`src/hdl/mfs_pkg.sv`:
```
// Shared widths, register indexes, sequencer steps and the control store of the scheduler.
package mfs_pkg;

	localparam int SLOT_W    = 3;
	localparam int WORK_W    = 16;
	localparam int LEVEL_W   = 2;
	localparam int TIME_W    = 32;
	localparam int QUANT_W   = 16;
	localparam int CFG_IDX_W = 2;

	// configuration register indexes
	localparam logic [CFG_IDX_W-1:0] CFG_QUANTUM_TOP    = 2'd0;
	localparam logic [CFG_IDX_W-1:0] CFG_QUANTUM_MIDDLE = 2'd1;
	localparam logic [CFG_IDX_W-1:0] CFG_QUANTUM_BOTTOM = 2'd2;

	// input operation codes
	localparam logic OP_LOAD = 1'b0;
	localparam logic OP_STEP = 1'b1;

	localparam logic [QUANT_W-1:0] QUANTUM_TOP_RST    = 16'd10;
	localparam logic [QUANT_W-1:0] QUANTUM_MIDDLE_RST = 16'd20;
	localparam logic [QUANT_W-1:0] QUANTUM_BOTTOM_RST = 16'd40;

	typedef enum logic [3:0] {
		ST_IDLE,
		ST_DISPATCH,
		ST_INIT,
		ST_SCAN,
		ST_TEST,
		ST_EMPTY,
		ST_CALC,
		ST_COMMIT,
		ST_LOAD
	} step_t;

	typedef enum logic [2:0] {
		C_NEVER,
		C_ALWAYS,
		C_IN_FIRE,
		C_OP_LOAD,
		C_SCAN_END,
		C_FOUND,
		C_OUT_FREE
	} cond_t;

	// one control word: datapath actions, jump condition and both successors
	typedef struct packed {
		logic  take_in;
		logic  load;
		logic  scan_init;
		logic  scan_go;
		logic  calc;
		logic  commit;
		logic  emit_empty;
		cond_t cond;
		step_t on_true;
		step_t on_false;
	} ucode_t;

	// control store
	function automatic ucode_t ucode_rom(step_t s);
		ucode_t w;
		w          = '0;
		w.cond     = C_ALWAYS;
		w.on_true  = ST_IDLE;
		w.on_false = ST_IDLE;
		case (s)
			ST_IDLE: begin
				w.take_in  = 1'b1;
				w.cond     = C_IN_FIRE;
				w.on_true  = ST_DISPATCH;
				w.on_false = ST_IDLE;
			end
			ST_DISPATCH: begin
				w.cond     = C_OP_LOAD;
				w.on_true  = ST_LOAD;
				w.on_false = ST_INIT;
			end
			ST_INIT: begin
				w.scan_init = 1'b1;
				w.cond      = C_ALWAYS;
				w.on_true   = ST_SCAN;
				w.on_false  = ST_SCAN;
			end
			ST_SCAN: begin
				w.scan_go  = 1'b1;
				w.cond     = C_SCAN_END;
				w.on_true  = ST_TEST;
				w.on_false = ST_SCAN;
			end
			ST_TEST: begin
				w.cond     = C_FOUND;
				w.on_true  = ST_CALC;
				w.on_false = ST_EMPTY;
			end
			ST_EMPTY: begin
				w.emit_empty = 1'b1;
				w.cond       = C_OUT_FREE;
				w.on_true    = ST_IDLE;
				w.on_false   = ST_EMPTY;
			end
			ST_CALC: begin
				w.calc     = 1'b1;
				w.cond     = C_ALWAYS;
				w.on_true  = ST_COMMIT;
				w.on_false = ST_COMMIT;
			end
			ST_COMMIT: begin
				w.commit   = 1'b1;
				w.cond     = C_OUT_FREE;
				w.on_true  = ST_IDLE;
				w.on_false = ST_COMMIT;
			end
			ST_LOAD: begin
				w.load     = 1'b1;
				w.cond     = C_ALWAYS;
				w.on_true  = ST_IDLE;
				w.on_false = ST_IDLE;
			end
			default: begin
				w.cond     = C_ALWAYS;
				w.on_true  = ST_IDLE;
				w.on_false = ST_IDLE;
			end
		endcase
		return w;
	endfunction

endpackage

```
`src/hdl/mfs_ram.sv`:
```
// Generic single write port RAM with one registered read port.
module mfs_ram #(
	parameter int WIDTH = 18,
	parameter int DEPTH = 8
) (
	input  logic                     clk,
	input  logic                     we,
	input  logic [$clog2(DEPTH)-1:0] waddr,
	input  logic [WIDTH-1:0]         wdata,
	input  logic [$clog2(DEPTH)-1:0] raddr,
	output logic [WIDTH-1:0]         rdata
);

	logic [WIDTH-1:0] mem [DEPTH];

	// write and registered read
	always_ff @(posedge clk) begin
		if (we) begin
			mem[waddr] <= wdata;
		end
		rdata <= mem[raddr];
	end

endmodule

```
`src/hdl/multilevel_feedback_scheduler.sv`:
```
// Three-level feedback queue scheduler: microcoded sequencer over a slot RAM.
//
//  channel | handshake           | payload
//  --------+---------------------+------------------------------------------------
//  in      | in_valid / in_stall | op, slot, burst
//  out     | out_valid/out_stall | slot_id, run_units, remaining_after, completed,
//          |                     | level_run, elapsed, all_done
//  cfg     | cfg_valid/cfg_ready | cfg_index, cfg_data (quantum registers)
//
//  A load passes through the accepting idle step, dispatch and the RAM write.
//  A step scans one slot per cycle through the slot RAM read port, making at most
//  NUM_LEVELS+1 passes over the slots.
//  Slot state is cleared at once by reset through per-slot valid flops; no clearing pass.
//  in_stall is low only while the sequencer is idle; a held result (out_stall high)
//  keeps the sequencer waiting at its commit or empty step, and no transaction is taken.
//  cfg_ready is always high.
module multilevel_feedback_scheduler #(
	parameter int NUM_SLOTS  = 8,
	parameter int NUM_LEVELS = 3
) (
	input  logic                            clk,
	input  logic                            arst_n,
	input  logic                            in_valid,
	output logic                            in_stall,
	input  logic                            op,
	input  logic [mfs_pkg::SLOT_W-1:0]      slot,
	input  logic [mfs_pkg::WORK_W-1:0]      burst,
	output logic                            out_valid,
	input  logic                            out_stall,
	output logic [mfs_pkg::SLOT_W-1:0]      slot_id,
	output logic [mfs_pkg::WORK_W-1:0]      run_units,
	output logic [mfs_pkg::WORK_W-1:0]      remaining_after,
	output logic                            completed,
	output logic [mfs_pkg::LEVEL_W-1:0]     level_run,
	output logic [mfs_pkg::TIME_W-1:0]      elapsed,
	output logic                            all_done,
	input  logic                            cfg_valid,
	output logic                            cfg_ready,
	input  logic [mfs_pkg::CFG_IDX_W-1:0]   cfg_index,
	input  logic [mfs_pkg::QUANT_W-1:0]     cfg_data
);

	import mfs_pkg::*;

	localparam int PTR_W  = $clog2(NUM_SLOTS);
	localparam int PASS_W = $clog2(NUM_LEVELS + 2);
	localparam int ENT_W  = LEVEL_W + WORK_W;

	localparam logic [PTR_W-1:0]   LAST_SLOT  = PTR_W'(NUM_SLOTS - 1);
	localparam logic [LEVEL_W-1:0] LAST_LEVEL = LEVEL_W'(NUM_LEVELS - 1);
	localparam logic [PASS_W-1:0]  LAST_PASS  = PASS_W'(NUM_LEVELS);

	// sequencer
	step_t  step_q, step_d;
	ucode_t cw;
	logic   cond_true;

	// configuration
	logic [QUANT_W-1:0] quantum_top_q, quantum_middle_q, quantum_bottom_q;

	// latched input transaction
	logic              op_q;
	logic [SLOT_W-1:0] slot_q;
	logic [WORK_W-1:0] burst_q;

	// scheduler state
	logic [NUM_SLOTS-1:0] valid_q;
	logic [LEVEL_W-1:0]   current_level_q;
	logic [PTR_W-1:0]     scan_pointer_q;
	logic [TIME_W-1:0]    time_total_q;

	// scan
	logic [PTR_W-1:0]   idx_q;
	logic [PTR_W-1:0]   pos_q;
	logic [LEVEL_W-1:0] scan_lvl_q;
	logic [PASS_W-1:0]  pass_q;
	logic               rd_vld_s1;
	logic               rd_ok_s1;
	logic [PTR_W-1:0]   rd_idx_s1;
	logic [LEVEL_W-1:0] rd_lvl_s1;
	logic [ENT_W-1:0]   rd_data;
	logic [WORK_W-1:0]  ent_rem;
	logic [LEVEL_W-1:0] ent_lvl;
	logic               can_issue, issue, hit, scan_end;

	// pick and slice
	logic               found_q;
	logic [PTR_W-1:0]   pick_q;
	logic [WORK_W-1:0]  pick_rem_q;
	logic [LEVEL_W-1:0] pick_lvl_q;
	logic [QUANT_W-1:0] quantum_sel, quantum_eff;
	logic [WORK_W-1:0]  run_q, after_q;
	logic [LEVEL_W-1:0] new_lvl_q;
	logic [TIME_W:0]    time_sum;
	logic [TIME_W-1:0]  time_next;

	// RAM write side
	logic               load_wr, commit_en, emit_en, out_free, in_fire, cfg_fire;
	logic               ram_we;
	logic [PTR_W-1:0]   ram_waddr;
	logic [ENT_W-1:0]   ram_wdata;

	// output register
	logic                out_valid_q;
	logic [SLOT_W-1:0]   slot_id_q;
	logic [WORK_W-1:0]   run_units_q, remaining_after_q;
	logic                completed_q, all_done_q;
	logic [LEVEL_W-1:0]  level_run_q;
	logic [TIME_W-1:0]   elapsed_q;

	// handshakes
	assign in_stall  = ~cw.take_in;
	assign in_fire   = in_valid & ~in_stall;
	assign out_free  = ~out_valid_q | ~out_stall;
	assign cfg_ready = 1'b1;
	assign cfg_fire  = cfg_valid & cfg_ready;

	// decode the current control word
	always_comb begin
		cw = ucode_rom(step_q);
	end

	// evaluate the jump condition and pick the next step
	always_comb begin
		case (cw.cond)
			C_NEVER:    cond_true = 1'b0;
			C_ALWAYS:   cond_true = 1'b1;
			C_IN_FIRE:  cond_true = in_fire;
			C_OP_LOAD:  cond_true = (op_q == OP_LOAD);
			C_SCAN_END: cond_true = scan_end;
			C_FOUND:    cond_true = found_q;
			C_OUT_FREE: cond_true = out_free;
			default:    cond_true = 1'b0;
		endcase
		step_d = cond_true ? cw.on_true : cw.on_false;
	end

	always_ff @(posedge clk or negedge arst_n) begin
		if (!arst_n) begin
			step_q <= ST_IDLE;
		end else begin
			step_q <= step_d;
		end
	end

	// quantum registers
	always_ff @(posedge clk or negedge arst_n) begin
		if (!arst_n) begin
			quantum_top_q    <= QUANTUM_TOP_RST;
			quantum_middle_q <= QUANTUM_MIDDLE_RST;
			quantum_bottom_q <= QUANTUM_BOTTOM_RST;
		end else if (cfg_fire) begin
			case (cfg_index)
				CFG_QUANTUM_TOP:    quantum_top_q    <= cfg_data;
				CFG_QUANTUM_MIDDLE: quantum_middle_q <= cfg_data;
				CFG_QUANTUM_BOTTOM: quantum_bottom_q <= cfg_data;
				default:            ;
			endcase
		end
	end

	// latch the accepted transaction
	always_ff @(posedge clk) begin
		if (in_fire) begin
			op_q    <= op;
			slot_q  <= slot;
			burst_q <= burst;
		end
	end

	// scan issue and evaluation
	assign can_issue = (pass_q <= LAST_PASS);
	assign ent_rem   = rd_ok_s1 ? rd_data[WORK_W-1:0] : '0;
	assign ent_lvl   = rd_ok_s1 ? rd_data[ENT_W-1:WORK_W] : '0;
	assign hit       = cw.scan_go & rd_vld_s1 & (ent_rem != '0) & (ent_lvl == rd_lvl_s1);
	assign issue     = cw.scan_go & ~hit & can_issue;
	assign scan_end  = hit | (~can_issue & ~rd_vld_s1);

	always_ff @(posedge clk or negedge arst_n) begin
		if (!arst_n) begin
			rd_vld_s1 <= 1'b0;
			found_q   <= 1'b0;
		end else begin
			rd_vld_s1 <= issue;
			if (cw.scan_init) begin
				found_q <= 1'b0;
			end else if (hit) begin
				found_q <= 1'b1;
			end
		end
	end

	// advance the scan position, moving to the next level after a full pass
	always_ff @(posedge clk) begin
		if (cw.scan_init) begin
			idx_q      <= scan_pointer_q;
			scan_lvl_q <= current_level_q;
			pos_q      <= '0;
			pass_q     <= '0;
		end else if (issue) begin
			if (pos_q == LAST_SLOT) begin
				pos_q      <= '0;
				idx_q      <= '0;
				scan_lvl_q <= (scan_lvl_q == LAST_LEVEL) ? '0 : scan_lvl_q + 1'b1;
				pass_q     <= pass_q + 1'b1;
			end else begin
				pos_q <= pos_q + 1'b1;
				idx_q <= (idx_q == LAST_SLOT) ? '0 : idx_q + 1'b1;
			end
		end
		rd_idx_s1 <= idx_q;
		rd_lvl_s1 <= scan_lvl_q;
		rd_ok_s1  <= valid_q[idx_q];
		if (hit) begin
			pick_q     <= rd_idx_s1;
			pick_rem_q <= ent_rem;
			pick_lvl_q <= rd_lvl_s1;
		end
	end

	// quantum of the picked level; zero acts as one
	always_comb begin
		if (pick_lvl_q >= LAST_LEVEL) begin
			quantum_sel = quantum_bottom_q;
		end else if (pick_lvl_q == '0) begin
			quantum_sel = quantum_top_q;
		end else begin
			quantum_sel = quantum_middle_q;
		end
		quantum_eff = (quantum_sel == '0) ? QUANT_W'(1) : quantum_sel;
	end

	// compute the slice and the demotion
	always_ff @(posedge clk) begin
		if (cw.calc) begin
			if (pick_rem_q <= quantum_eff) begin
				run_q     <= pick_rem_q;
				after_q   <= '0;
				new_lvl_q <= pick_lvl_q;
			end else begin
				run_q     <= quantum_eff;
				after_q   <= pick_rem_q - quantum_eff;
				new_lvl_q <= (pick_lvl_q < LAST_LEVEL) ? pick_lvl_q + 1'b1 : pick_lvl_q;
			end
		end
	end

	// saturating elapsed time
	assign time_sum  = {1'b0, time_total_q} + (TIME_W + 1)'(run_q);
	assign time_next = time_sum[TIME_W] ? '1 : time_sum[TIME_W-1:0];

	assign commit_en = cw.commit & out_free;
	assign emit_en   = cw.emit_empty & out_free;
	assign load_wr   = cw.load & (32'(slot_q) < NUM_SLOTS);

	// slot RAM write: a load or the committed slice
	always_comb begin
		ram_we    = load_wr | commit_en;
		ram_waddr = commit_en ? pick_q : PTR_W'(slot_q);
		ram_wdata = commit_en ? {new_lvl_q, after_q} : {LEVEL_W'(0), burst_q};
	end

	mfs_ram #(
		.WIDTH (ENT_W),
		.DEPTH (NUM_SLOTS)
	) u_slot_ram (
		.clk   (clk),
		.we    (ram_we),
		.waddr (ram_waddr),
		.wdata (ram_wdata),
		.raddr (idx_q),
		.rdata (rd_data)
	);

	// per-slot valid flags, level, pointer and time
	always_ff @(posedge clk or negedge arst_n) begin
		if (!arst_n) begin
			valid_q         <= '0;
			current_level_q <= '0;
			scan_pointer_q  <= '0;
			time_total_q    <= '0;
		end else begin
			if (load_wr) begin
				valid_q[PTR_W'(slot_q)] <= 1'b1;
			end
			if (commit_en) begin
				current_level_q <= pick_lvl_q;
				scan_pointer_q  <= (pick_q == LAST_SLOT) ? '0 : pick_q + 1'b1;
				time_total_q    <= time_next;
			end
		end
	end

	// output register: load on a result, drop when taken
	always_ff @(posedge clk or negedge arst_n) begin
		if (!arst_n) begin
			out_valid_q <= 1'b0;
		end else if (commit_en || emit_en) begin
			out_valid_q <= 1'b1;
		end else if (!out_stall) begin
			out_valid_q <= 1'b0;
		end
	end

	always_ff @(posedge clk) begin
		if (commit_en) begin
			slot_id_q         <= SLOT_W'(pick_q);
			run_units_q       <= run_q;
			remaining_after_q <= after_q;
			completed_q       <= (after_q == '0);
			level_run_q       <= pick_lvl_q;
			elapsed_q         <= time_next;
			all_done_q        <= 1'b0;
		end else if (emit_en) begin
			slot_id_q         <= '0;
			run_units_q       <= '0;
			remaining_after_q <= '0;
			completed_q       <= 1'b0;
			level_run_q       <= '0;
			elapsed_q         <= '0;
			all_done_q        <= 1'b1;
		end
	end

	assign out_valid       = out_valid_q;
	assign slot_id         = slot_id_q;
	assign run_units       = run_units_q;
	assign remaining_after = remaining_after_q;
	assign completed       = completed_q;
	assign level_run       = level_run_q;
	assign elapsed         = elapsed_q;
	assign all_done        = all_done_q;

	// a new result appears only from the commit or empty step
	a_out_source: assert property (@(posedge clk) disable iff (!arst_n)
		$rose(out_valid) |-> ($past(step_q) == ST_COMMIT || $past(step_q) == ST_EMPTY))
		else $error("result appeared outside commit or empty step");

	// an empty result carries no slice
	a_empty_zero: assert property (@(posedge clk) disable iff (!arst_n)
		(out_valid && all_done) |-> (run_units == '0 && remaining_after == '0 &&
		slot_id == '0 && !completed && elapsed == '0 && level_run == '0))
		else $error("all_done result carries slice data");

	// a real slice runs at least one unit and flags completion exactly when nothing is left
	a_slice_sane: assert property (@(posedge clk) disable iff (!arst_n)
		(out_valid && !all_done) |-> (run_units != '0 &&
		completed == (remaining_after == '0)))
		else $error("inconsistent slice result");

	// the scan never reads past the last slot, and the level stays in range
	a_scan_range: assert property (@(posedge clk) disable iff (!arst_n)
		issue |-> (idx_q <= LAST_SLOT && scan_lvl_q <= LAST_LEVEL))
		else $error("scan out of range");

	// input is taken only while the sequencer is idle
	a_take_idle: assert property (@(posedge clk) disable iff (!arst_n)
		in_fire |=> (step_q == ST_DISPATCH))
		else $error("accepted transaction not dispatched");

endmodule

```
`config.mk`:
```
export PLATFORM = sky130hd
export DESIGN_NAME = multilevel_feedback_scheduler
export DESIGN_NICKNAME = d
export VERILOG_FILES = /design/src/hdl/mfs_pkg.sv /design/src/hdl/mfs_ram.sv /design/src/hdl/multilevel_feedback_scheduler.sv
export SDC_FILE = /design/constraint.sdc
export NUM_CORES = 1
export LEC_CHECK = 0
export BUFFER_PORTS_ARGS = -buffer_cell sky130_fd_sc_hd__buf_2
export CORE_MARGIN = 3
export CORE_UTILIZATION = 35
export DETAILED_ROUTE_END_ITERATION = 8
export PLACE_DENSITY = 0.57
export SYNTH_ARGS = -nofsm -noshare
export SYNTH_HDL_FRONTEND = slang
export SYNTH_SLANG_ARGS = --single-unit
```
`constraint.sdc`:
```
create_clock -name clk -period 5.45 [get_ports clk]
set_input_delay 0.2725 -clock clk [delete_from_list [all_inputs] [get_ports clk]]
set_output_delay 0.2725 -clock clk [all_outputs]
set_load 0.02 [all_outputs]
```
==> results.cfg <==
[power]
clock_power_share = 0.325
ir_worst_vdd_uv = 216
switching_share = 0.284
power.density_nw_per_um2 = 427
switchingPower_mw = 2.60
p_int_mw = 6.56
p_total_mw = 9.16
pwr-share-comb = 0.217
p_leak_nw = 8.33
seqPwrFrac = 0.458

[sta]
timing.setup.tns_ns = 0
max_slew_margin = 0.268
finalMaxSlewViolations = 0
hold_violations = 0
setup_viol = 0
worstMarginPinSlew_ns = 1.10
fin_crit_sh = 0.869
grt_setup_unrepaired = no
fin_crit_ns = 4.73
clock.fmax_mhz = 211
skew_ns = 0.0192

[synthesis]
syn_area_um2 = 18300
avgSynthCellArea_um2 = 14.3
synthFlopType = edfxtp_1
synth-edff-count = 294
synth_top_area_share = 0.483
ys_top_cells_by_area = edfxtp_1 (48%), dfrtp_1 (13%), mux4_2 (4.7%), mux2_2 (4.6%), dfxtp_1 (3.4%)
ys_seq_area_frac = 0.654
syn_inst = 1280
async_flop_share = 0.235
synth-warning-count = 0
yosysTopAreaCell = edfxtp_1
synth-seq-cells = 425
synth_fp_nets = 1368
synthDistinctLibCells = 69

[drt]
top_layer = met4
firstDrtPassIters = 5
routed-wl-met2_um = 19800
drt-initial-drc-count = 726
ant_nets = 0
m1WireLength_um = 19100
routedWlPerCell_um = 19.5
wl_met3_um = 2060
vias = 11000
drc_errors = 0
wirelength_um = 42200
viasPerCell = 5.09

[grt]
grtUsageTotal = 0.154
grt_max_degree = 87
overflow = 0
grt_pass1_wl_um = 65200
antenna_found_initial = 0
grt_pass1_vias = 11200

[place]
hpwlAfterDp_um = 28000
portBuffers = 115
gp_congestion = 0.825
dp_cells = 2040
dpl-instance-area_um2 = 19700

[clock_tree]
h-tree-depth = 2
insertion_delay_ns = 0.58
cts_tree = yes
clock-root-buffer = clkbuf_16
clkTransAtPathRegs_ns = 0.06
cts_num_sinks = 425
numCtsBuffers = 46
hold_buffers = 38
postCtsSetupRepairBufs = 0
cts_max_path_buffers = 3
cts_resized = 0

[setup_path]
r2r_end = run_q[13]
reg2regPathDepth = 18
cp_max_fo = 28
critPathCaptureType = register
rr_startpoint = pick_lvl_q[1]
regToRegSetupSlack_ns = 0.72
timing_worst_setup_path_type = reg -> reg
startpoint = pick_lvl_q[1]
endpoint = run_q[13]
crit_required_ns = 5.74
arrival_ns = 5.02
startpoint_type = register

[final_layout]
antennaDiodeCount = 0
area.growth.synth_to_final_pct = 17.5
postLayoutCellArea_um2 = 21500
final_nets = 1534
drive_above_1_share = 0.234
mostFrequentLayoutCell = edfxtp_1
final_cell_mix = edfxtp_1 (294), buf_2 (114), dfrtp_1 (94), nand2_1 (80), mux2_2 (74)
final_cells = 2164

[floorplan]
ios = 117
dieArea_um2 = 55000
dieHeight_um = 235
fp.dieW_um = 235
coreArea_um2 = 51500
initial_utilization = 0.355
rows = 83

[min_path]
hold_class = in -> async

[flow_run]
drv_cap = 0

[outcome]
status = complete, no violations
-- critical path: stages (launching register included) --
cell      delay, ns
edfxtp_1       0.44
inv_1          0.13
ha_1           0.15
buf_4          0.27
mux2i_1        0.24
nand2_1        0.06
o21ai_0        0.16
nand4_1        0.20
or4_1          0.55
nand3_1        0.14
ha_1           0.23
fa_1           0.21
nor2b_1        0.06
o21a_1         0.17
or2_2          0.31
a211oi_2       0.32
a21bo_1        0.32
buf_4          0.32
o21ai_0        0.15
-- logic make-up (layout without fill, tap and decap cells) --
family,after synthesis,after routing,synth area share
flops,425,425,0.654
simple gates,322,322,0.0914
compound gates,246,246,0.0858
mux,133,133,0.104
buf+inv,78,282,0.0184
fa+ha+maj,45,45,0.0316
xor+xnor,30,30,0.0144
other cells,1,1,0.000205
-- power groups by stage --
stage                     combinational (mW)  clock [mW]  sequential (mW)
after global routing                    2.22        3.19             4.23
final                                   1.99        2.98             4.19
after floorplan                         1.53           0             4.15
after CTS                               2.02        3.06             4.19
after global placement                  1.95           0             4.25
after detailed placement                1.99           0             4.25
-- layout make-up --
| class | instances | area, um^2 |
|---|---|---|
| clock buffer | 66 | 1260 |
| clock inverter | 20 | 174 |
| fill | 4776 | 30000 |
| inverter | 16 | 60.1 |
| multi-input combinational | 777 | 6010 |
| sequential | 425 | 12000 |
| tap | 680 | 851 |
| timing repair buffer | 180 | 1160 |
-- sequential cells by signal, summed over array words and instances (netlist names), 18 cells and up --
register and count:
u_slot_ram.mem 144, u_slot_ram.rdata 18, elapsed 32, time_total_q 32
-- cell usage after synthesis, types with 23 or more instances --
cell type  number
and2_1         23
o21ai_0        60
a21o_1         53
mux2_2         74
a21oi_1        65
dfrtp_1        94
edfxtp_1      294
buf_2          23
clkbuf_1       29
dfxtp_1        31
and3_1         45
mux4_2         38
nand2_1        81
ha_1           43
nor2_1         59
-- worst min path at each step --
stage	end	slack (ns)	cells after the start
after global routing	time_total_q[27]	0.24	2
after global placement	time_total_q[27]	0.25	1
after CTS	time_total_q[25]	0.19	2
after floorplan	current_level_q[0]	-0.02	0
final	time_total_q[27]	0.22	2
after detailed placement	time_total_q[26]	0.26	1
-- through the flow --
step                hold WS [ns]  utilization  setup slack [ns]
global route               0.243        0.417             0.333
global placement           0.251        0.382             0.945
floorplan                -0.0231            -              1.25
finish                     0.218        0.417             0.715
detailed placement         0.256        0.382             0.726
CTS                        0.192        0.417             0.694
-- layer usage --
metal / GRT usage / vias to the layer above
met5: 0 / -
met4: 0.0548 / 0
met3: 0.0253 / 76
met2: 0.247 / 266
met1: 0.212 / 5500
li1: - / 5183
No activity file was read; power rests on OpenSTA's default activity.
